File: src/sv/sli_pkg.sv
// ----------------------------------------------------------------------------
// Sorted list package
// Shared sizes, codes and types of the sorted insertion list.
// ----------------------------------------------------------------------------
`default_nettype none

package sli_pkg;

  localparam int unsigned LIST_DEPTH  = 16;
  localparam int unsigned VALUE_WIDTH = 32;
  localparam int unsigned IDX_W       = $clog2(LIST_DEPTH);
  localparam int unsigned CNT_W       = $clog2(LIST_DEPTH + 1);
  localparam int unsigned STATUS_W    = 2;

  localparam logic [STATUS_W-1:0] STATUS_DONE      = 2'd0;
  localparam logic [STATUS_W-1:0] STATUS_NOT_FOUND = 2'd1;
  localparam logic [STATUS_W-1:0] STATUS_FULL      = 2'd2;

  localparam logic KIND_INSERT = 1'b0;
  localparam logic KIND_REMOVE = 1'b1;

  // Write port of the entry memory.
  typedef struct packed {
    logic                   en;
    logic [IDX_W-1:0]       addr;
    logic [VALUE_WIDTH-1:0] data;
  } sli_wr_t;

  // Read port of the entry memory.
  typedef struct packed {
    logic             en;
    logic [IDX_W-1:0] addr;
  } sli_rd_t;

endpackage

`default_nettype wire

File: src/sv/sorted_list_insert_remove_core.sv
// ----------------------------------------------------------------------------
// Sorted list insert/remove core
// Ordered list of signed values kept in a small memory, with insert and
// remove operations and one status result per operation.
// ----------------------------------------------------------------------------
//
//   Channel  Signals                                   Direction  Handshake
//   -------  ----------------------------------------  ---------  ----------
//   in       kind_i, value_i                           input      valid/ready
//   out      status_o, position_o, entry_count_o,      output     valid/ready
//            is_full_o, is_empty_o
//   cfg      cfg_wdata_i (order mode)                  input      write enable
//
// An operation walks the stored entries, so its length grows with the
// entry count, and then registers its result; the next input transfer is
// taken only once the core is back in idle. The single read port of the
// entry memory sets the pace: the list is walked one entry per cycle, and
// the shift is folded into that same walk. An insert into a full list skips
// the walk. Reset clears the count, the order mode and the control state;
// the memory is never cleared. A stalled result holds the next operation
// back at its final step, but the result register lets the core start the
// next walk while the previous result still waits.
// ----------------------------------------------------------------------------
`default_nettype none

module sorted_list_insert_remove_core import sli_pkg::*; (
  input  wire logic                   clk_i,
  input  wire logic                   rst_ni,
  input  wire logic                   cfg_we_i,
  input  wire logic                   cfg_wdata_i,
  input  wire logic                   in_valid_i,
  output      logic                   in_ready_o,
  input  wire logic                   kind_i,
  input  wire logic signed [VALUE_WIDTH-1:0] value_i,
  output      logic                   out_valid_o,
  input  wire logic                   out_ready_i,
  output      logic [STATUS_W-1:0]    status_o,
  output      logic [CNT_W-1:0]       position_o,
  output      logic [CNT_W-1:0]       entry_count_o,
  output      logic                   is_full_o,
  output      logic                   is_empty_o
);

  typedef enum logic [2:0] {
    ST_IDLE   = 3'b001,
    ST_SCAN   = 3'b010,
    ST_FINISH = 3'b100
  } state_e;

  state_e state_q, state_d;

  // Operation being worked on.
  logic                   kind_q;
  logic [VALUE_WIDTH-1:0] value_q;

  // Walk control: next address to read, and the index of the data that
  // comes back from the memory in this cycle.
  logic [CNT_W-1:0]       rd_idx_q, rd_idx_d;
  logic                   rvalid_q, rvalid_d;
  logic [IDX_W-1:0]       pidx_q, pidx_d;

  // Match tracking and the value displaced by an insert.
  logic                   found_q, found_d;
  logic [IDX_W-1:0]       pos_q, pos_d;
  logic [VALUE_WIDTH-1:0] carry_q, carry_d;

  logic [CNT_W-1:0]       count_q, count_d;
  logic                   order_mode_q;

  // Result register.
  logic                   out_valid_q, out_valid_d;
  logic [STATUS_W-1:0]    status_q, status_d;
  logic [CNT_W-1:0]       position_q, position_d;

  sli_wr_t                wr;
  sli_rd_t                rd;
  logic [VALUE_WIDTH-1:0] rd_data;

  logic                   in_xfer;
  logic                   out_free;
  logic                   list_full;
  logic                   insert_here;
  logic                   more_to_read;

  sli_ram u_ram (
    .clk_i    (clk_i),
    .wr_i     (wr),
    .rd_i     (rd),
    .rd_data_o(rd_data)
  );

  assign in_ready_o = (state_q == ST_IDLE);
  assign in_xfer    = in_valid_i && in_ready_o;
  assign out_free   = !out_valid_q || out_ready_i;
  assign list_full  = (count_q == CNT_W'(LIST_DEPTH));
  assign more_to_read = (rd_idx_q < count_q);

  // Order predicate on the entry that the memory returns this cycle. In
  // ascending mode a new value goes before the first larger entry, in
  // descending mode before the first smaller one; equal entries keep it after.
  assign insert_here = order_mode_q ? ($signed(rd_data) < $signed(value_q))
                                    : ($signed(rd_data) > $signed(value_q));

  always_comb begin
    state_d     = state_q;
    rd_idx_d    = rd_idx_q;
    rvalid_d    = 1'b0;
    pidx_d      = pidx_q;
    found_d     = found_q;
    pos_d       = pos_q;
    carry_d     = carry_q;
    count_d     = count_q;
    out_valid_d = out_valid_q && !out_ready_i;
    status_d    = status_q;
    position_d  = position_q;
    wr          = '0;
    rd          = '0;

    case (state_q)
      ST_IDLE: begin
        if (in_xfer) begin
          rd_idx_d = '0;
          found_d  = 1'b0;
          // A full list refuses an insert without walking it.
          if (kind_i == KIND_INSERT && list_full) begin
            state_d = ST_FINISH;
          end else begin
            state_d = ST_SCAN;
          end
        end
      end

      ST_SCAN: begin
        // Issue the next read while the previous entry is processed. Writes
        // always land on an index at or below the one just read, so a read
        // never meets an entry that this walk has already rewritten.
        if (more_to_read) begin
          rd.en    = 1'b1;
          rd.addr  = rd_idx_q[IDX_W-1:0];
          rvalid_d = 1'b1;
          pidx_d   = rd_idx_q[IDX_W-1:0];
          rd_idx_d = rd_idx_q + CNT_W'(1);
        end

        if (rvalid_q) begin
          if (kind_q == KIND_INSERT) begin
            // Past the insert point every entry moves up one place; the
            // displaced value rides along in the carry register.
            if (found_q) begin
              wr      = '{en: 1'b1, addr: pidx_q, data: carry_q};
              carry_d = rd_data;
            end else if (insert_here) begin
              found_d = 1'b1;
              pos_d   = pidx_q;
              wr      = '{en: 1'b1, addr: pidx_q, data: value_q};
              carry_d = rd_data;
            end
          end else begin
            // Past the removed entry every entry moves down one place.
            if (found_q) begin
              wr = '{en: 1'b1, addr: pidx_q - IDX_W'(1), data: rd_data};
            end else if (rd_data == value_q) begin
              found_d = 1'b1;
              pos_d   = pidx_q;
            end
          end
        end

        if (!more_to_read && !rvalid_q) begin
          state_d = ST_FINISH;
        end
      end

      ST_FINISH: begin
        if (out_free) begin
          out_valid_d = 1'b1;
          state_d     = ST_IDLE;
          if (kind_q == KIND_INSERT) begin
            if (list_full) begin
              status_d   = STATUS_FULL;
              position_d = '0;
            end else begin
              // The last entry (or the new value when appending) goes into
              // the first free slot.
              wr.en      = 1'b1;
              wr.addr    = count_q[IDX_W-1:0];
              wr.data    = found_q ? carry_q : value_q;
              status_d   = STATUS_DONE;
              position_d = found_q ? CNT_W'(pos_q) : count_q;
              count_d    = count_q + CNT_W'(1);
            end
          end else begin
            if (found_q) begin
              status_d   = STATUS_DONE;
              position_d = CNT_W'(pos_q);
              count_d    = count_q - CNT_W'(1);
            end else begin
              status_d   = STATUS_NOT_FOUND;
              position_d = '0;
            end
          end
        end
      end

      default: begin
        state_d = ST_IDLE;
      end
    endcase
  end

  always_ff @(posedge clk_i or negedge rst_ni) begin
    if (!rst_ni) begin
      state_q      <= ST_IDLE;
      rd_idx_q     <= '0;
      rvalid_q     <= 1'b0;
      found_q      <= 1'b0;
      count_q      <= '0;
      order_mode_q <= 1'b0;
      out_valid_q  <= 1'b0;
    end else begin
      state_q     <= state_d;
      rd_idx_q    <= rd_idx_d;
      rvalid_q    <= rvalid_d;
      found_q     <= found_d;
      count_q     <= count_d;
      out_valid_q <= out_valid_d;
      if (cfg_we_i) begin
        order_mode_q <= cfg_wdata_i;
      end
    end
  end

  // Payload registers carry no reset.
  always_ff @(posedge clk_i) begin
    if (in_xfer) begin
      kind_q  <= kind_i;
      value_q <= value_i;
    end
    pidx_q     <= pidx_d;
    pos_q      <= pos_d;
    carry_q    <= carry_d;
    status_q   <= status_d;
    position_q <= position_d;
  end

  assign out_valid_o   = out_valid_q;
  assign status_o      = status_q;
  assign position_o    = position_q;
  assign entry_count_o = count_q;
  assign is_full_o     = list_full;
  assign is_empty_o    = (count_q == '0);

  // The count never goes past the list depth.
  a_count_bound: assert property (@(posedge clk_i) disable iff (!rst_ni)
    count_q <= CNT_W'(LIST_DEPTH))
    else $error("entry count exceeds list depth");

  // A refused insert reports position zero and a full list.
  a_full_result: assert property (@(posedge clk_i) disable iff (!rst_ni)
    out_valid_o && status_o == STATUS_FULL |-> position_o == '0 && is_full_o)
    else $error("full status without full flag or with a position");

  // An input transfer always starts work on the next cycle.
  a_start: assert property (@(posedge clk_i) disable iff (!rst_ni)
    in_xfer |=> state_q != ST_IDLE)
    else $error("input transfer did not start an operation");

  // The walk never reads beyond the stored entries.
  a_read_bound: assert property (@(posedge clk_i) disable iff (!rst_ni)
    rd.en |-> CNT_W'(rd.addr) < count_q)
    else $error("read beyond stored entries");

endmodule

`default_nettype wire

File: src/sv/sli_ram.sv
// ----------------------------------------------------------------------------
// Sorted list entry memory
// One write port and one read port with a registered read.
// ----------------------------------------------------------------------------
`default_nettype none

module sli_ram import sli_pkg::*; (
  input  wire logic                   clk_i,
  input  wire sli_wr_t                wr_i,
  input  wire sli_rd_t                rd_i,
  output      logic [VALUE_WIDTH-1:0] rd_data_o
);

  logic [VALUE_WIDTH-1:0] mem [LIST_DEPTH];

  always_ff @(posedge clk_i) begin
    if (wr_i.en) begin
      mem[wr_i.addr] <= wr_i.data;
    end
  end

  always_ff @(posedge clk_i) begin
    if (rd_i.en) begin
      rd_data_o <= mem[rd_i.addr];
    end
  end

endmodule

`default_nettype wire

File: config.mk
export PLATFORM = sky130hd
export DESIGN_NAME = sorted_list_insert_remove_core
export DESIGN_NICKNAME = d
export VERILOG_FILES = /design/src/sv/sli_pkg.sv /design/src/sv/sorted_list_insert_remove_core.sv /design/src/sv/sli_ram.sv
export SDC_FILE = /design/constraint.sdc
export NUM_CORES = 1
export LEC_CHECK = 0
export ABC_AREA = 1
export BUFFER_PORTS_ARGS = -buffer_cell sky130_fd_sc_hd__buf_4
export CORE_ASPECT_RATIO = 1.4
export CORE_MARGIN = 1
export CORE_UTILIZATION = 35
export CTS_BUF_LIST = sky130_fd_sc_hd__clkbuf_4
export DETAILED_ROUTE_END_ITERATION = 16
export RECOVER_POWER = 25
export SYNTH_ARGS = -nofsm -noshare
export SYNTH_HDL_FRONTEND = slang
export SYNTH_SLANG_ARGS = --single-unit
File: constraint.sdc
create_clock -name clk_i -period 5.65 [get_ports clk_i]
set_clock_uncertainty 0.2 [all_clocks]
set_input_delay 0.565 -clock clk_i [delete_from_list [all_inputs] [get_ports clk_i]]
set_output_delay 0.565 -clock clk_i [all_outputs]
set_load 0.005 [all_outputs]
==> qor.log <==
qor: pwr.p_leak 9.83 nW
qor: worst_setup_path.crit_path_top_delay_cell nor2_1
qor: global_route.grt_max_degree 129
qor: detailed_routing.drt_first_iter_violations 1,492
qor: timing.total_negative_slack_for_setup_checks 0 ns
qor: detailed_routing.num_vias 16,500
qor: placed_design.gp_routability_congestion 0.819
qor: floorplan.fp.dieArea 0.0756 sq mm
qor: worst_setup_path.arrival 5.23 ns
qor: pwr.power.density 372 mW/mm^2
qor: worst_setup_path.cell_breakdown_of_the_critical_path ha_1, nand2_1, nor2_1, nand4_1, nor3_1, nand2_1, nand2_1, nand3_1, nand3_1, a21oi_1, buf_4, nand2_1, nand3_1, nor2_1, buf_12
qor: worst_setup_path.setup.reg_to_reg.worst_slack 0.75 ns
qor: detailed_routing.highest_layer met4
qor: timing.slew_violations 50
qor: floorplan.start_util 0.353
qor: timing.whs 0.229 ns
qor: yosys.postSynth.asyncResetShare 0.0265
qor: yosys.yosys_top_cell_area_share 0.719
qor: clock_tree.root_buffer clkbuf_4
qor: min_path.worst_hold_startpoint cfg_wdata_i
qor: yosys.synth_area 0.0261 sq mm
qor: detailed_routing.residual_drc_count 0
qor: detailed_routing.wire_length_on_met1 26,600 um
qor: placed_design.detailedPlacementHpwl 36,800 um
qor: clock_tree.worst_setup_hold_path_clk_slew 0.06 ns
qor: worst_setup_path.crit_type flop to flop
qor: clock_tree.max-clock-path-buffers 3
qor: timing.rsz_0062_raised_after_global_routing false
qor: pwr.vdd_ir_drop_max 0.000197 V
qor: floorplan.die_w 233 um
qor: yosys.synth_largest_area_cell edfxtp_1
qor: yosys.yosys_warnings 0
qor: layout.design.final.nets 2,099
qor: worst_setup_path.critical_path.max_stage_delay 1.26 ns
qor: floorplan.io-pin-count 55
qor: detailed_routing.routed-wl-met3 4140 um
qor: timing.max_freq 0.204 GHz
qor: detailed_routing.avgRoutedWirePerCell 21.1 um
qor: yosys.synth_nets 1,918
qor: yosys.synth_seq_cells 641
qor: yosys.yosysSeqAreaShare 0.735
qor: layout.mostFrequentLayoutCell edfxtp_1
qor: yosys.synth-edff-count 624
qor: yosys.post_synth_main_area_contributors edfxtp_1 72%, o221ai_1 4.3%, nand3_1 2.8%, nor2_1 2.5%, nand2_1 2.3%
qor: clock_tree.insertion_delay 0.89 ns
qor: clock_tree.numCtsBuffers 150
qor: detailed_routing.antenna_left 0
qor: worst_setup_path.cp_common_cell nand2_1
qor: layout.top_library_cells_by_usage_in_the_layout_fill_and_taps_aside 624 x edfxtp_1, 252 x clkbuf_4, 163 x nand2_1, 156 x nor2_1, 149 x nand3_1
qor: worst_setup_path.critical_path_source u_ram.rd_data_o[7]
qor: outcome.run_status finished, violations left
qor: floorplan.fp-row-count 118
qor: worst_setup_path.required 5.99 ns
qor: min_path.whs_path_depth 4
qor: global_route.groute.usage.overall 0.172
qor: timing.tightest_slew 1.64 ns
qor: detailed_routing.drt-total-wl 65,100 um
qor: floorplan.die_height 325 um
qor: worst_setup_path.worstReg2RegEnd u_ram.mem[8][4]
qor: placed_design.pre_cts_slack 1.20 ns
qor: layout.final_layout_size_suffix_gt1_frac 0.196
qor: min_path.hp-class input pin to flop
qor: timing.layout_worst_path_cycle_share 0.866
qor: timing.hold_viol_final 0
qor: yosys.synth_ff_type edfxtp_1
qor: worst_setup_path.cp_max_fo 21
qor: global_route.grt_pass1_vias 16,500
qor: timing.fin_crit 4.90 ns
qor: global_route.antenna_found_initial 1
qor: worst_setup_path.cpLargestDelayFamily simple AND/OR/NAND/NOR gates
qor: outcome.violations_in_the_final_reports capacitance limit, slew limit
qor: worst_setup_path.critPathCaptureType flop
qor: detailed_routing.avgViaCountPerCell 5.35
qor: timing.slew_headroom -0.0968
qor: run.number_of_max_cap_violations 2
qor: yosys.syn_avg_cell_area 14.2 sq um
qor: clock_tree.tritoncts yes
qor: floorplan.core 0.0738 sq mm
qor: layout.syn_to_final_growth 14.5%
qor: placed_design.io_buffer_count 54
qor: global_route.grt_first_pass_wirelength 98,700 um
qor: yosys.netlist-cell-type-count 50
qor: pwr.power.total 11.1 mW
qor: clock_tree.ctsHtreeMaxLevel 4
qor: global_route.grt.overflow.total 0
qor: worst_setup_path.timing.rr.start u_ram.rd_data_o[7]
qor: detailed_routing.met2RoutedLength 32,800 um
qor: worst_setup_path.start_kind flop
qor: worst_setup_path.worstPathBufferInverterCount 2
qor: detailed_routing.drt-pass1-iter-count 5
qor: clock_tree.postCtsSetupRepairBufs 0
qor: yosys.netlist_instances 1,837
qor: timing.report.final.setup_viol 0
qor: clock_tree.tritoncts_num_sinks 641
qor: timing.timing.final.ws_setup 0.755 ns
qor: min_path.worstHoldEndpoint order_mode_q
qor: worst_setup_path.worst_r2r_path_depth 15
==> repair_timing <==
item,in CTS,in global routing
gates resized for setup,0,0
hold buffers,40,0
endpoints found under the hold margin,56,0
==> metrics by stage <==
step | cell area, sq um | utilization | instances
5_1_grt | 29800 | 0.404 | 3090
4_1_cts | 30000 | 0.406 | 3088
3_3_place_gp | 27700 | 0.376 | 2786
2_1_floorplan | 26100 | - | 1837
6_report | 29800 | 0.404 | 3090
3_5_place_dp | 27700 | 0.376 | 2786
==> logic make-up (layout without fill, tap and decap cells) <==
group,count (synthesis),in the layout,share of synthesized area
compound gates,376,376,0.108
xor+xnor,6,6,0.00202
fa+ha+maj,42,42,0.0205
buf+inv,202,493,0.0342
flops,641,641,0.735
mux,1,1,0.000384
other cells,0,2,0
simple gates,569,569,0.0992
==> routing by layer <==
metal / global-route usage / vias to the layer above
li1: - / 7547
met1: 0.218 / 8259
met2: 0.291 / 617
met3: 0.0302 / 114
met4: 0.0646 / 0
met5: 0 / -
==> sequential cells by signal, indices dropped and copies added, names as in the netlist <==
name             flops
entry_count_o        5
carry_q             32
rvalid_q             1
out_valid_o          1
pos_q                4
status_o             2
u_ram.mem          512
found_q              1
state_q              3
order_mode_q         1
rd_idx_q             5
value_q             32
position_o           5
kind_q               1
pidx_q               4
u_ram.rd_data_o     32
==> power by group <==
part / switching [mW] / leakage [nW] / internal (mW)
combinational: 1.14 / 3.01 / 0.522
sequential: 0.224 / 5.69 / 5.62
clock: 1.79 / 1.12 / 1.82
total: 3.15 / 9.83 / 7.97
==> worst reg2reg max path: stages, from the launching register on <==
cell	delay [ns]
edfxtp_1	0.41
ha_1	0.31
nand2_1	0.08
nor2_1	0.18
nand4_1	0.10
nor3_1	0.47
nand2_1	0.14
nand2_1	0.09
nand3_1	0.09
nand3_1	0.14
a21oi_1	0.11
buf_4	0.25
nand2_1	0.16
nand3_1	0.28
nor2_1	1.26
buf_12	0.32
==> how the worst max path moves through the flow <==
stage / endpoint / slack (ns) / cells after the start
after global routing: u_ram.mem[8][6] / 0.46 / 15
final: u_ram.mem[8][4] / 0.75 / 15
after global placement: u_ram.mem[7][5] / 1.22 / 19
after detailed placement: u_ram.mem[7][11] / 1.20 / 17
after CTS: u_ram.mem[7][11] / 1.16 / 17
after floorplan: u_ram.mem[15][0] / 1.12 / 15
==> Yosys cell counts, types with 3 or more instances <==
master and number:
o21ai_1 29, inv_1 79, buf_4 11, xor2_1 5, o21ai_0 50, nand4_1 3, o21a_1 3, buf_1 8
clkbuf_1 60, buf_2 32, o311ai_1 64, a21oi_1 22, o22ai_1 3, ha_1 41, o221ai_1 128, nand3_1 147
inv_2 3, dfrtp_1 16, nor3_1 3, nand2_1 162, nor3_2 3, edfxtp_1 624, nand2_2 4, or2_2 64
buf_6 7, o211ai_1 64, nor2_1 172
==> area by class of cell <==
| type | count | area, sq um |
|---|---|---|
| sequential | 641 | 19200 |
| timing repair buffer | 147 | 1230 |
| inverter | 84 | 324 |
| antenna | 2 | 5.00 |
| fill | 6860 | 44000 |
| clock inverter | 50 | 255 |
| tap | 960 | 1200 |
| clock buffer | 212 | 1590 |
| multi-input combinational | 994 | 6080 |
Power figures use the tool's default switching activity.
